$ cat config.mk
export PLATFORM = sky130hd
export DESIGN_NAME = fca_controller
export DESIGN_NICKNAME = d
export VERILOG_FILES = /design/src/design/fca_pkg.sv /design/src/design/fca_controller.sv
export SDC_FILE = /design/constraint.sdc
export NUM_CORES = 1
export LEC_CHECK = 0
export BUFFER_PORTS_ARGS = -buffer_cell sky130_fd_sc_hd__buf_4
export CAP_MARGIN = 20
export CELL_PAD_IN_SITES_DETAIL_PLACEMENT = 0
export CELL_PAD_IN_SITES_GLOBAL_PLACEMENT = 2
export CORE_UTILIZATION = 30
export CTS_CLUSTER_SIZE = 20
export DETAILED_ROUTE_END_ITERATION = 10
export GPL_ROUTABILITY_DRIVEN = 0
export PLACE_DENSITY_LB_ADDON = 0.05
export SYNTH_ARGS = -nofsm -noshare
export SYNTH_HDL_FRONTEND = slang
export SYNTH_SLANG_ARGS = --single-unit
$ cat constraint.sdc
create_clock -name clk_i -period 4.7 [get_ports clk_i]
set_input_delay 0.94 -clock clk_i [delete_from_list [all_inputs] [get_ports clk_i]]
set_output_delay 0.94 -clock clk_i [all_outputs]
set_load 0.02 [all_outputs]
$ cat src/design/fca_pkg.sv
// ----------------------------------------------------------------------------
// FAT chain allocator package
// Shared codes, command/status bundles and result record.
// ----------------------------------------------------------------------------
package fca_pkg;

  localparam int CFG_W      = 10;
  localparam int LEN_W      = 17;
  localparam int IDX_PORT_W = 10;

  localparam logic [CFG_W-1:0] FDB_RESET = 10'd65;

  typedef enum logic [1:0] {
    OP_FORMAT = 2'd0,
    OP_FREE   = 2'd1,
    OP_WRITE  = 2'd2,
    OP_READ   = 2'd3
  } op_e;

  typedef enum logic [1:0] {
    ST_OK       = 2'd0,
    ST_NOT_FMT  = 2'd1,
    ST_NO_SPACE = 2'd2
  } status_e;

  typedef enum logic [1:0] {
    KIND_LINK = 2'd0,
    KIND_FREE = 2'd1,
    KIND_END  = 2'd2,
    KIND_RSVD = 2'd3
  } kind_e;

  typedef struct packed {
    logic load;
    logic fmt_init;
    logic fmt_step;
    logic rel_rd;
    logic rel_wr;
    logic rel_first;
    logic scan;
    logic take;
    logic link;
    logic rd_entry;
  } dp_cmd_t;

  typedef struct packed {
    logic  cur_ok;
    logic  cur_lt_n;
    kind_e rd_kind;
    logic  fmt_last;
    logic  found;
    logic  exhausted;
    logic  rem_zero;
    logic  have;
  } dp_stat_t;

  typedef struct packed {
    status_e               status;
    logic [IDX_PORT_W-1:0] head_block;
    logic                  first_valid;
    kind_e                 kind;
    logic [IDX_PORT_W-1:0] next;
  } result_t;

endpackage

$ cat src/design/fca_controller.sv
// ----------------------------------------------------------------------------
// FAT chain allocator controller
// Sequences format, chain walks, first-fit scan and entry reads.
// ----------------------------------------------------------------------------
module fca_controller
  import fca_pkg::*;
(
  input  logic                  clk_i,
  input  logic                  rst_ni,
  input  logic                  start,
  output logic                  busy,
  input  logic [1:0]            operation_i,
  input  logic                  start_valid_i,
  input  dp_stat_t              stat_i,
  input  logic [IDX_PORT_W-1:0] first_block_i,
  input  logic [IDX_PORT_W-1:0] entry_next_i,
  output dp_cmd_t               cmd_o,
  output logic                  done_o,
  output result_t               res_o
);

  typedef enum logic [3:0] {
    S_IDLE,
    S_FMT,
    S_REL_RD,
    S_REL_WR,
    S_WALK_END,
    S_ALLOC,
    S_SCAN,
    S_LINK,
    S_RD,
    S_RD_WT
  } state_e;

  typedef enum logic [1:0] {
    RET_FREE,
    RET_ALLOC,
    RET_NOSPACE
  } ret_e;

  state_e  state_q;
  ret_e    ret_q;
  logic    formatted_q;
  logic    done_q;
  result_t res_q;
  op_e     op;

  assign op     = op_e'(operation_i);
  assign busy   = (state_q != S_IDLE);
  assign done_o = done_q;
  assign res_o  = res_q;

  always_comb begin
    cmd_o = '0;
    unique case (state_q)
      S_IDLE: begin
        cmd_o.load     = start;
        cmd_o.fmt_init = start && (op == OP_FORMAT);
      end
      S_FMT:    cmd_o.fmt_step = 1'b1;
      S_REL_RD: cmd_o.rel_rd   = 1'b1;
      S_REL_WR: cmd_o.rel_wr   = 1'b1;
      S_SCAN: begin
        if (stat_i.found) begin
          cmd_o.take = 1'b1;
        end else if (stat_i.exhausted) begin
          cmd_o.rel_first = stat_i.have;
        end else begin
          cmd_o.scan = 1'b1;
        end
      end
      S_LINK: cmd_o.link     = 1'b1;
      S_RD:   cmd_o.rd_entry = 1'b1;
      default: ;
    endcase
  end

  always_ff @(posedge clk_i or negedge rst_ni) begin
    if (!rst_ni) begin
      state_q     <= S_IDLE;
      ret_q       <= RET_FREE;
      formatted_q <= 1'b0;
      done_q      <= 1'b0;
      res_q       <= '0;
    end else begin
      done_q <= 1'b0;
      unique case (state_q)
        S_IDLE: begin
          if (start) begin
            res_q <= '0;
            if (op == OP_FORMAT) begin
              state_q <= S_FMT;
            end else if (!formatted_q) begin
              res_q.status <= ST_NOT_FMT;
              done_q       <= 1'b1;
            end else begin
              unique case (op)
                OP_FREE: begin
                  ret_q   <= RET_FREE;
                  state_q <= S_REL_RD;
                end
                OP_WRITE: begin
                  ret_q   <= RET_ALLOC;
                  state_q <= start_valid_i ? S_REL_RD : S_ALLOC;
                end
                default: state_q <= S_RD;
              endcase
            end
          end
        end
        S_FMT: begin
          if (stat_i.fmt_last) begin
            formatted_q <= 1'b1;
            done_q      <= 1'b1;
            state_q     <= S_IDLE;
          end
        end
        S_REL_RD: begin
          state_q <= stat_i.cur_ok ? S_REL_WR : S_WALK_END;
        end
        S_REL_WR: begin
          state_q <= (stat_i.rd_kind == KIND_LINK) ? S_REL_RD : S_WALK_END;
        end
        S_WALK_END: begin
          unique case (ret_q)
            RET_ALLOC: state_q <= S_ALLOC;
            RET_NOSPACE: begin
              res_q.status <= ST_NO_SPACE;
              done_q       <= 1'b1;
              state_q      <= S_IDLE;
            end
            default: begin
              done_q  <= 1'b1;
              state_q <= S_IDLE;
            end
          endcase
        end
        S_ALLOC: begin
          if (stat_i.rem_zero) begin
            res_q.first_valid <= stat_i.have;
            res_q.head_block  <= stat_i.have ? first_block_i : '0;
            done_q            <= 1'b1;
            state_q           <= S_IDLE;
          end else begin
            state_q <= S_SCAN;
          end
        end
        S_SCAN: begin
          if (stat_i.found) begin
            state_q <= S_LINK;
          end else if (stat_i.exhausted) begin
            if (stat_i.have) begin
              ret_q   <= RET_NOSPACE;
              state_q <= S_REL_RD;
            end else begin
              res_q.status <= ST_NO_SPACE;
              done_q       <= 1'b1;
              state_q      <= S_IDLE;
            end
          end
        end
        S_LINK: state_q <= S_ALLOC;
        S_RD:   state_q <= S_RD_WT;
        S_RD_WT: begin
          if (stat_i.cur_lt_n) begin
            res_q.kind <= stat_i.rd_kind;
            res_q.next <= (stat_i.rd_kind == KIND_LINK) ? entry_next_i : '0;
          end else begin
            res_q.kind <= KIND_RSVD;
            res_q.next <= '0;
          end
          done_q  <= 1'b1;
          state_q <= S_IDLE;
        end
        default: state_q <= S_IDLE;
      endcase
    end
  end

endmodule

==> run metrics, run 1 <==
# setup viols final=0; die area=6050 um^2; cells after synthesis=168; Final HPWL DP=3630 um; Sink Count=33; H-tree level count=2; Max clock buf depth=2; first-pass GRT wire length=7540 um; R2R cell count=5; Power, Total=0.000993 W; Clock Tree Root=clkbuf_8; WP data required=3.76 ns; Comb pwr share=35.5%; CP Class=flop to output port; fill count=547; Synth top area share=47.9%; M1 WL=2130 um; Hold Path Cell Cnt=1; Post-Synthesis Net Count=208; Startpoint Class=flop; Num CTS Buffers=5; Worst-Skew Late Latency=0.28 ns; Synth Flop Type=dfrtp_1; vias after detailed routing=1612; DR WL met2=2200 um; setup bufs post-CTS=0; Initial Util=31.3%; mapped cell area=1720 um^2; CTS tree=yes; Worst Tran Pin Value=0.946 ns; cell area after layout=2430 um^2; DIE HEIGHT=77.8 um; Hold Path Class=flop to flop; total core area=5510 um^2; post_cts resized=0; final period demand of the worst path=2.96 ns; Post-route DRC=0; most common cell after layout, fill and taps aside=buf_4; maximum clock rate=337 MHz; final WL=4680 um; DRT Pass-1 Iters=4; Synth warnings=0; RSZ-0062 raised after global routing=false; Crit. End Element=output port; ANT cells=0; status=finished, final reports clean; sw power=0.000359 W; vias in the first global route=1560; Row Count=27; Rel. slew slack=36.4%; 1st-iter DRT viols=46; GRT Residual Overflow=0; Final #Nets=278; IO Port Bufs=71; Area after DPL=2310 um^2; Wirelength per Cell=15.1 um; Slew Limit Fails=0; Post-synth EDFFs=0; Final Hold Violating Endpoints=0; LEAKAGE=1.23 nW; Synth area leaders=dfrtp_1 (48%), a22o_1 (10%), ha_1 (3.6%); clock skew=0.00481 ns; Clock Power Share=27.8%; pin count of the biggest net entering global routing=34; synth-to-layout area growth=40.8%; Clock Pin Slew Worst Setup and Hold Paths=0.07 ns; final setup TNS=0 ns; Worst EP arrival=2.02 ns; I/O pin count=72; post-synthesis register bit count=33; antenna-violating nets left=0; Via density=5.18; Unique masters post-synth=43; top layer in use=met4; Peak VDD IR=0.000149 V; Post-CTS Hold Buffers=0; sequential share of the synthesized area=47.9%; Cell Pwr Density=409 nW/um^2; routed wl met3=260 um; Sw Ratio=36.1%; Worst Path Max Fanout=20; internal power=0.000635 W; final period utilization=63.1%; commonest cells after routing, fill and taps aside=buf_4 (72), dfrtp_1 (33), a22o_1 (20); Synth async-reset ratio=100%; share of layout cells above drive strength 1=36.4%; area leader, netlist=dfrtp_1; Seq pwr share=36.7%; Die Width=77.8 um; MaxCap Viol Count=0; global-route usage over all layers=16.0%; antenna violations before repair=0; Synth Area per Inst=10.3 um^2
==> cell usage after synthesis, types with 2 or more instances <==
cell type and n:
nor3_1 5, dfrtp_1 33, nand2_1 7, buf_2 7, o22ai_1 2, a21oi_1 7, a22o_1 20, a2111oi_0 2
nor2b_1 2, nand4bb_1 2, o211ai_1 3, a31oi_1 4, nor4b_1 2, nor4_1 2, nor3b_1 2, inv_1 16
or3_1 2, and3_1 3, nor2_1 11, o21ai_0 4, o2bb2ai_1 2, a21o_1 3, ha_1 5, nand2b_1 3
==> critical path, stage by stage (launching register included) <==
cell and delay, ns:
dfrtp_1 0.61, nor4_4 0.59, nand2_1 0.24, nor2_1 0.14
buf_4 0.15
==> final timing paths <==
| check | from | end | slack, ns |
|---|---|---|---|
| setup / recovery | state_q[2] | cmd_o[8] | 1.74 |
| hold / removal | res_o[12] | res_o[12] | 0.50 |
| setup reg to reg | state_q[2] | res_o[16] | 2.40 |
| hold reg to reg | res_o[12] | res_o[12] | 0.50 |
| max in group asynchronous | rst_ni | res_o[22] | 3.81 |
| min in group asynchronous | rst_ni | res_o[1] | 0.59 |
==> cells by family after synthesis <==
group	Yosys count	synth area share [%]
compound gates	56	24.5
fa+ha+maj	5	3.63
buf+inv	26	6.60
flops	33	47.9
simple gates	48	17.3
==> power by group through the flow <==
stage	Combinational, W	Clock (W)	Sequential (W)
floorplan	0.000224	0	0.000363
global placement	0.000355	0	0.000368
detailed placement	0.000355	0	0.000369
CTS	0.000357	0.000282	0.000363
global route	0.000390	0.000296	0.000369
finish	0.000353	0.000276	0.000364
==> metrics by stage <==
stage / setup slack (ns) / std cells / utilization, % / hold WS [ns]
after CTS: 1.74 / 311 / 44.1 / 0.505
after detailed placement: 2.01 / 303 / 42.0 / 0.490
after global placement: 2.01 / 303 / 42.0 / 0.463
final: 1.74 / 311 / 44.1 / 0.498
after floorplan: 2.16 / 168 / - / 0.450
after global routing: 1.54 / 311 / 44.1 / 0.525
==> flip-flops by register name, summed over array words and instances (netlist names) <==
name / cells
res_o: 25
state_q: 4
ret_q: 2
done_o: 1
formatted_q: 1
==> metal layers <==
| metal | track usage, % | vias to the layer above |
|---|---|---|
| li1 | - | 762 |
| met1 | 20.4 | 790 |
| met2 | 26.0 | 52 |
| met3 | 3.88 | 8 |
| met4 | 6.04 | 0 |
| met5 | 0 | - |
==> area by class of cell <==
type                            instances  area [um^2]  area share (%)
Sequential cell                        33          826            34.0
Multi-Input combinational cell        109          791            32.6
Timing Repair Buffer                   72          541            22.3
Tap cell                               72         90.1            3.71
Clock buffer                            7         86.3            3.56
Inverter                               17         63.8            2.63
Clock inverter                          1         30.0            1.24
Note: power is estimated with default switching activity, not from simulation.
==> run 2: changes to the inputs <==
--- a/config.mk
+++ b/config.mk
@@ -9,7 +9,7 @@
 export CAP_MARGIN = 20
 export CELL_PAD_IN_SITES_DETAIL_PLACEMENT = 0
 export CELL_PAD_IN_SITES_GLOBAL_PLACEMENT = 2
-export CORE_UTILIZATION = 30
+export CORE_UTILIZATION = 25
 export CTS_CLUSTER_SIZE = 20
 export DETAILED_ROUTE_END_ITERATION = 10
 export GPL_ROUTABILITY_DRIVEN = 0
==> constraint.sdc (replaced) <==
create_clock -name clk_i -period 2.7 [get_ports clk_i]
set_input_delay 0.54 -clock clk_i [delete_from_list [all_inputs] [get_ports clk_i]]
set_output_delay 0.54 -clock clk_i [all_outputs]
set_load 0.02 [all_outputs]
==> run metrics, run 2 (synthesized netlist as in run 1, its figures left out) <==
Final Hold Violating Endpoints=0 (unchanged); status=finished, final reports clean (unchanged); Clock Pin Slew Worst Setup and Hold Paths=0.07 ns (about the same); # setup viols final=0 (unchanged); Multi-input gate area=791 um^2 (unchanged); Final HPWL DP=3730 um (was 3630 um); final period utilization=89.9%; Clock Tree Root=clkbuf_8 (unchanged); Via density=4.98 (was 5.18); CTS tree=yes (unchanged); Initial Util=26.5% (was 31.3%); post-place setup slack=0.605 ns (was 2.01 ns); IO Port Bufs=71 (unchanged); pin count of the biggest net entering global routing=34 (unchanged); Worst Path Max Fanout=18 (was 20); Area after DPL=2350 um^2 (was 2310 um^2); total core area=6490 um^2 (was 5510 um^2); Sink Count=33 (unchanged); MaxCap Viol Count=0 (unchanged); Rel. slew slack=63.4% (was 36.4%); DIE HEIGHT=85.0 um (was 77.8 um); 1st-iter DRT viols=38 (was 46); H-tree level count=2 (unchanged); CP Class=flop to output port (unchanged); vias in the first global route=1642 (was 1560); WP data required=2.16 ns (was 3.76 ns); share of layout cells above drive strength 1=37.9% (was 36.4%); first-pass GRT wire length=8340 um (was 7540 um); Cell Pwr Density=679 nW/um^2 (was 409 nW/um^2); RSZ-0062 raised after global routing=false (unchanged); global-route usage over all layers=14.8% (was 16.0%); final WL=4980 um (was 4680 um); most common cell after layout, fill and taps aside=buf_4 (unchanged); Worst EP arrival=1.89 ns (was 2.02 ns); final setup TNS=0 ns (unchanged); Crit. End Element=output port (unchanged); Worst Tran Pin Value=0.541 ns (was 0.946 ns); Post-route DRC=0 (unchanged); post_cts resized=0 (unchanged); vias after detailed routing=1594 (was 1612); fill count=670 (was 547); Power, Total=0.00165 W (was 0.000993 W); Row Count=29 (was 27); DRT Pass-1 Iters=4 (unchanged); Slew Limit Fails=0 (unchanged); Worst-Skew Late Latency=0.28 ns (about the same); Die Width=85.0 um (was 77.8 um); setup bufs post-CTS=0 (unchanged); commonest cells after routing, fill and taps aside=buf_4 (76), dfrtp_1 (33), a22o_1 (20) (was buf_4 (72), dfrtp_1 (33), a22o_1 (20)); synth-to-layout area growth=41.1% (was 40.8%); die area=7230 um^2 (was 6050 um^2); sequential cell area=826 um^2 (unchanged); Max clock buf depth=2 (unchanged); Num CTS Buffers=5 (unchanged); Peak VDD IR=0.000277 V (was 0.000149 V); Min Hold Slack=0.197 ns (was 0.498 ns); maximum clock rate=412 MHz; Post-CTS Hold Buffers=0 (unchanged); Final #Nets=282 (was 278); Startpoint Class=flop (unchanged); Hold Path Class=input pin to async pin (was flop to flop); ANT cells=0 (unchanged); clock skew=0.00528 ns (was 0.00481 ns); cell area after layout=2430 um^2 (about the same); antenna-violating nets left=0 (unchanged); Largest register FFs=25 (unchanged); GRT Residual Overflow=0 (unchanged); LEAKAGE=1.24 nW (was 1.23 nW); Wirelength per Cell=15.6 um (was 15.1 um); PnR worst setup slack=0.274 ns (was 1.74 ns); final period demand of the worst path=2.43 ns; antenna violations before repair=0 (unchanged); I/O pin count=72 (unchanged)
[run 2: cell types whose count changed in the layout (fill, tap and decap cells not counted), sizes merged]
cell      previous run  this run
bufinv               1         0
clkinv               0         2
clkinvlp             0         1
clkbuf               7         5
buf                 72        76
[run 2: area by class of cell]
cell class	count	share of cell area, %
clock buffer	5	2.83
timing repair buffer	76	23.4
multi-input combinational	109	32.5
clock inverter	3	0.720
sequential	33	33.9
tap	77	3.96
inverter	17	2.62
[run 2: where the power goes]
part | leakage, nW | internal, W | switching, W
Combinational | 0.741 | 0.000281 | 0.000379
Clock | 0.0439 | 0.000178 | 0.000188
Sequential | 0.451 | 0.000549 | 0.0000772
Total | 1.24 | 0.00101 | 0.000644
[run 2: critical path: stages, from the launching register on]
cell,delay [ns]
dfrtp_1,0.68
nand4bb_1,0.24
or3_1,0.42
inv_1,0.12
buf_4,0.15
[run 2: per-layer routing]
metal | track usage [%] | wire (um)
met1 | 18.9 | 2240
met2 | 24.7 | 2380
met3 | 3.60 | 294
met5 | 0 | 0
met4 | 4.78 | 66
[run 2: stage by stage]
stage / util [%] / instances
floorplan: - / 168
global placement: 36.1 / 312
detailed placement: 36.1 / 312
CTS: 37.5 / 320
global route: 37.5 / 320
finish: 37.5 / 320
[run 2: final timing paths]
kind                                  from          to  slack, ns  cells after the start
worst min-delay path                rst_ni    res_o[3]       0.20                      1
worst max register to register  state_q[1]    res_o[0]       0.61                      4
max in group asynchronous           rst_ni  state_q[2]       2.19                      1
worst max-delay path            state_q[1]    cmd_o[3]       0.27                      4
min in group clk_i               stat_i[7]   res_o[10]       0.44                      2
worst min register to register   res_o[12]   res_o[12]       0.48                      1
==> run 3: changes to the inputs <==
--- a/config.mk
+++ b/config.mk
@@ -5,11 +5,12 @@
 export SDC_FILE = /design/constraint.sdc
 export NUM_CORES = 1
 export LEC_CHECK = 0
+export ABC_AREA = 1
 export BUFFER_PORTS_ARGS = -buffer_cell sky130_fd_sc_hd__buf_4
 export CAP_MARGIN = 20
 export CELL_PAD_IN_SITES_DETAIL_PLACEMENT = 0
 export CELL_PAD_IN_SITES_GLOBAL_PLACEMENT = 2
-export CORE_UTILIZATION = 25
+export CORE_UTILIZATION = 24
 export CTS_CLUSTER_SIZE = 20
 export DETAILED_ROUTE_END_ITERATION = 10
 export GPL_ROUTABILITY_DRIVEN = 0
==> run metrics, run 3 <==
status=finished, final reports clean (unchanged); vias after detailed routing=1791 (was 1594); H-tree level count=2 (unchanged); CTS tree=yes (unchanged); final period utilization=90.3% (was 89.9%); DRT Pass-1 Iters=4 (unchanged); 1st-iter DRT viols=41 (was 38); global-route usage over all layers=14.2% (was 14.8%); CP max-delay cell=dfrtp_1 (unchanged); I/O pin count=72 (unchanged); Final HPWL DP=4190 um (was 3730 um); Die Width=90.9 um (was 85.0 um); Unique masters post-synth=26 (was 43); commonest cells after routing, fill and taps aside=buf_4 (72), nand2_1 (61), inv_1 (45) (was buf_4 (76), dfrtp_1 (33), a22o_1 (20)); IO Port Bufs=71 (unchanged); Slew Limit Fails=0 (unchanged); CP Class=flop to output port (unchanged); Final #Nets=365 (was 282); clock skew=0.00649 ns (was 0.00528 ns); die area=8260 um^2 (was 7230 um^2); Final Hold Violating Endpoints=0 (unchanged); Crit. End Element=output port (unchanged); most frequent cells after synthesis=nand2_1 (61), inv_1 (45), dfrtp_1 (33) (was dfrtp_1 (33), a22o_1 (20), inv_1 (16)); most frequent cell after synthesis=nand2_1 (was dfrtp_1); Post-CTS Hold Buffers=0 (unchanged); Synth Area per Inst=7.56 um^2 (was 10.3 um^2); area leader, netlist=dfrtp_1 (unchanged); final WL=5440 um (was 4980 um); total core area=7690 um^2 (was 6490 um^2); Initial Util=24.7% (was 26.5%); maximum clock rate=410 MHz (was 412 MHz); Worst Path Max Fanout=7 (was 18); Rel. slew slack=66.7% (was 63.4%); PnR worst setup slack=0.263 ns (was 0.274 ns); Wirelength per Cell=12.7 um (was 15.6 um); MaxCap Viol Count=0 (unchanged); Post-Synthesis Net Count=291 (was 208); fin util=34.0% (was 37.5%); Cell Pwr Density=709 nW/um^2 (was 679 nW/um^2); first-pass GRT wire length=9110 um (was 8340 um); ANT cells=0 (unchanged); Peak VDD IR=0.000179 V (was 0.000277 V); Hold Path Class=input pin to async pin (unchanged); Synth Flop Type=dfrtp_1 (unchanged); DIE HEIGHT=90.9 um (was 85.0 um); # setup viols final=0 (unchanged); Max clock buf depth=2 (unchanged); antenna-violating nets left=0 (unchanged); Synth area leaders=dfrtp_1 (44%), nand2_1 (12%), inv_1 (8.9%) (was dfrtp_1 (48%), a22o_1 (10%), ha_1 (3.6%)); Startpoint Class=flop (unchanged); Clock Pin Slew Worst Setup and Hold Paths=0.07 ns (about the same); post-synthesis register bit count=33 (unchanged); antenna violations before repair=0 (unchanged); Synth top area share=43.5% (was 47.9%); max incr delay on CP=0.49 ns (was 0.68 ns); Num CTS Buffers=5 (unchanged); RSZ-0062 raised after global routing=false (unchanged); setup bufs post-CTS=0 (unchanged); Largest register FFs=25 (unchanged); worst path bufs/invs=3 (was 2); Worst-Skew Late Latency=0.28 ns (about the same); share of layout cells above drive strength 1=29.8% (was 37.9%); Synth async-reset ratio=100% (unchanged); Clock Tree Root=clkbuf_8 (unchanged); WP data required=2.16 ns (about the same); CP most frequent cell=nand2_1; Synth warnings=0 (unchanged); sequential share of the synthesized area=43.5% (was 47.9%); most common cell after layout, fill and taps aside=buf_4 (unchanged); fill count=871 (was 670); vias in the first global route=1805 (was 1642); Post-route DRC=0 (unchanged); Worst EP arrival=1.90 ns (was 1.89 ns); pin count of the biggest net entering global routing=34 (unchanged); synth-to-layout area growth=37.8% (was 41.1%); LEAKAGE=1.55 nW (was 1.24 nW); Worst Tran Pin Value=0.498 ns (was 0.541 ns); critical path's top delay family=simple AND/OR/NAND/NOR gates (was flip-flops); crit-path cells=nor2_1 > nand2_1 > nand2_1 > nand2_1 > clkinv_2 > nand3_1 > inv_1 > buf_4 (was nand4bb_1 > or3_1 > inv_1 > buf_4); post_cts resized=0 (unchanged); Sink Count=33 (unchanged); final period demand of the worst path=2.44 ns (was 2.43 ns); GRT Residual Overflow=0 (unchanged); Post-synth EDFFs=0 (unchanged); Via density=4.18 (was 4.98); final setup TNS=0 ns (unchanged); mapped cell area=1900 um^2 (was 1720 um^2); cells after synthesis=251 (was 168); Row Count=32 (was 29); post-place setup slack=0.493 ns (was 0.605 ns)
-- run 3: cell types whose count changed in the layout (fill, tap and decap cells not counted), moves of 4 or more --
cell and change:
a22o_1 -20, o21ai_2 +6, o21ai_0 +7, buf_4 -4
o21ai_1 +7, nor2_1 +13, inv_1 +29, nand3_1 +23
nand3b_1 +6, nand2_1 +54
-- run 3: metrics by stage --
| stage | power, W | instances | cell area, um^2 | hold WS [ns] |
|---|---|---|---|---|
| after floorplan | 0.00121 | 251 | 1900 | 0.244 |
| after global placement | 0.00153 | 420 | 2530 | 0.461 |
| after detailed placement | 0.00152 | 420 | 2530 | 0.461 |
| after CTS | 0.00189 | 428 | 2610 | 0.210 |
| after global routing | 0.00201 | 428 | 2610 | 0.233 |
| final | 0.00185 | 428 | 2610 | 0.197 |
-- run 3: worst paths after layout --
kind,cells after the start,from,slack [ns],to
worst max-delay path,8,state_q[0],0.26,cmd_o[4]
worst min-delay path,1,rst_ni,0.20,state_q[1]
worst max register to register,6,state_q[2],0.85,res_o[17]
worst min register to register,2,res_o[11],0.47,res_o[11]
max in group asynchronous,1,rst_ni,2.18,res_o[11]
min in group clk_i,2,res_o[11],0.47,res_o[11]
-- run 3: report_power, final --
group / leakage [nW] / internal [W] / switching [W] / total, W
combinational: 1.06 / 0.000287 / 0.000593 / 0.000880
clock: 0.0450 / 0.000179 / 0.000177 / 0.000356
sequential: 0.451 / 0.000559 / 0.0000572 / 0.000617
total: 1.55 / 0.00102 / 0.000828 / 0.00185
-- run 3: final cells by class --
cell class	instances	area (um^2)	share of cell area, %
sequential	33	826	31.6
clock buffer	6	72.6	2.78
inverter	49	185	7.08
clock inverter	2	10.0	0.383
multi-input combinational	164	852	32.6
tap	102	128	4.88
timing repair buffer	72	541	20.7
-- run 3: per-layer routing --
metal / track usage, % / part of all wire (%) / vias up
met5: 0 / 0 / -
met4: 3.17 / 0.40 / 0
met3: 3.79 / 5.9 / 2
met2: 22.1 / 45 / 53
met1: 19.8 / 49 / 815
li1: - / - / 921
-- run 3: cells by family after synthesis --
group,Yosys count,share of synthesized area [%]
flip-flops,33,43.5
adder cells (fa/ha/maj),5,3.30
AO/OA/AOI/OAI,30,9.30
buffers and inverters,54,11.5
AND/OR/NAND/NOR,129,32.3
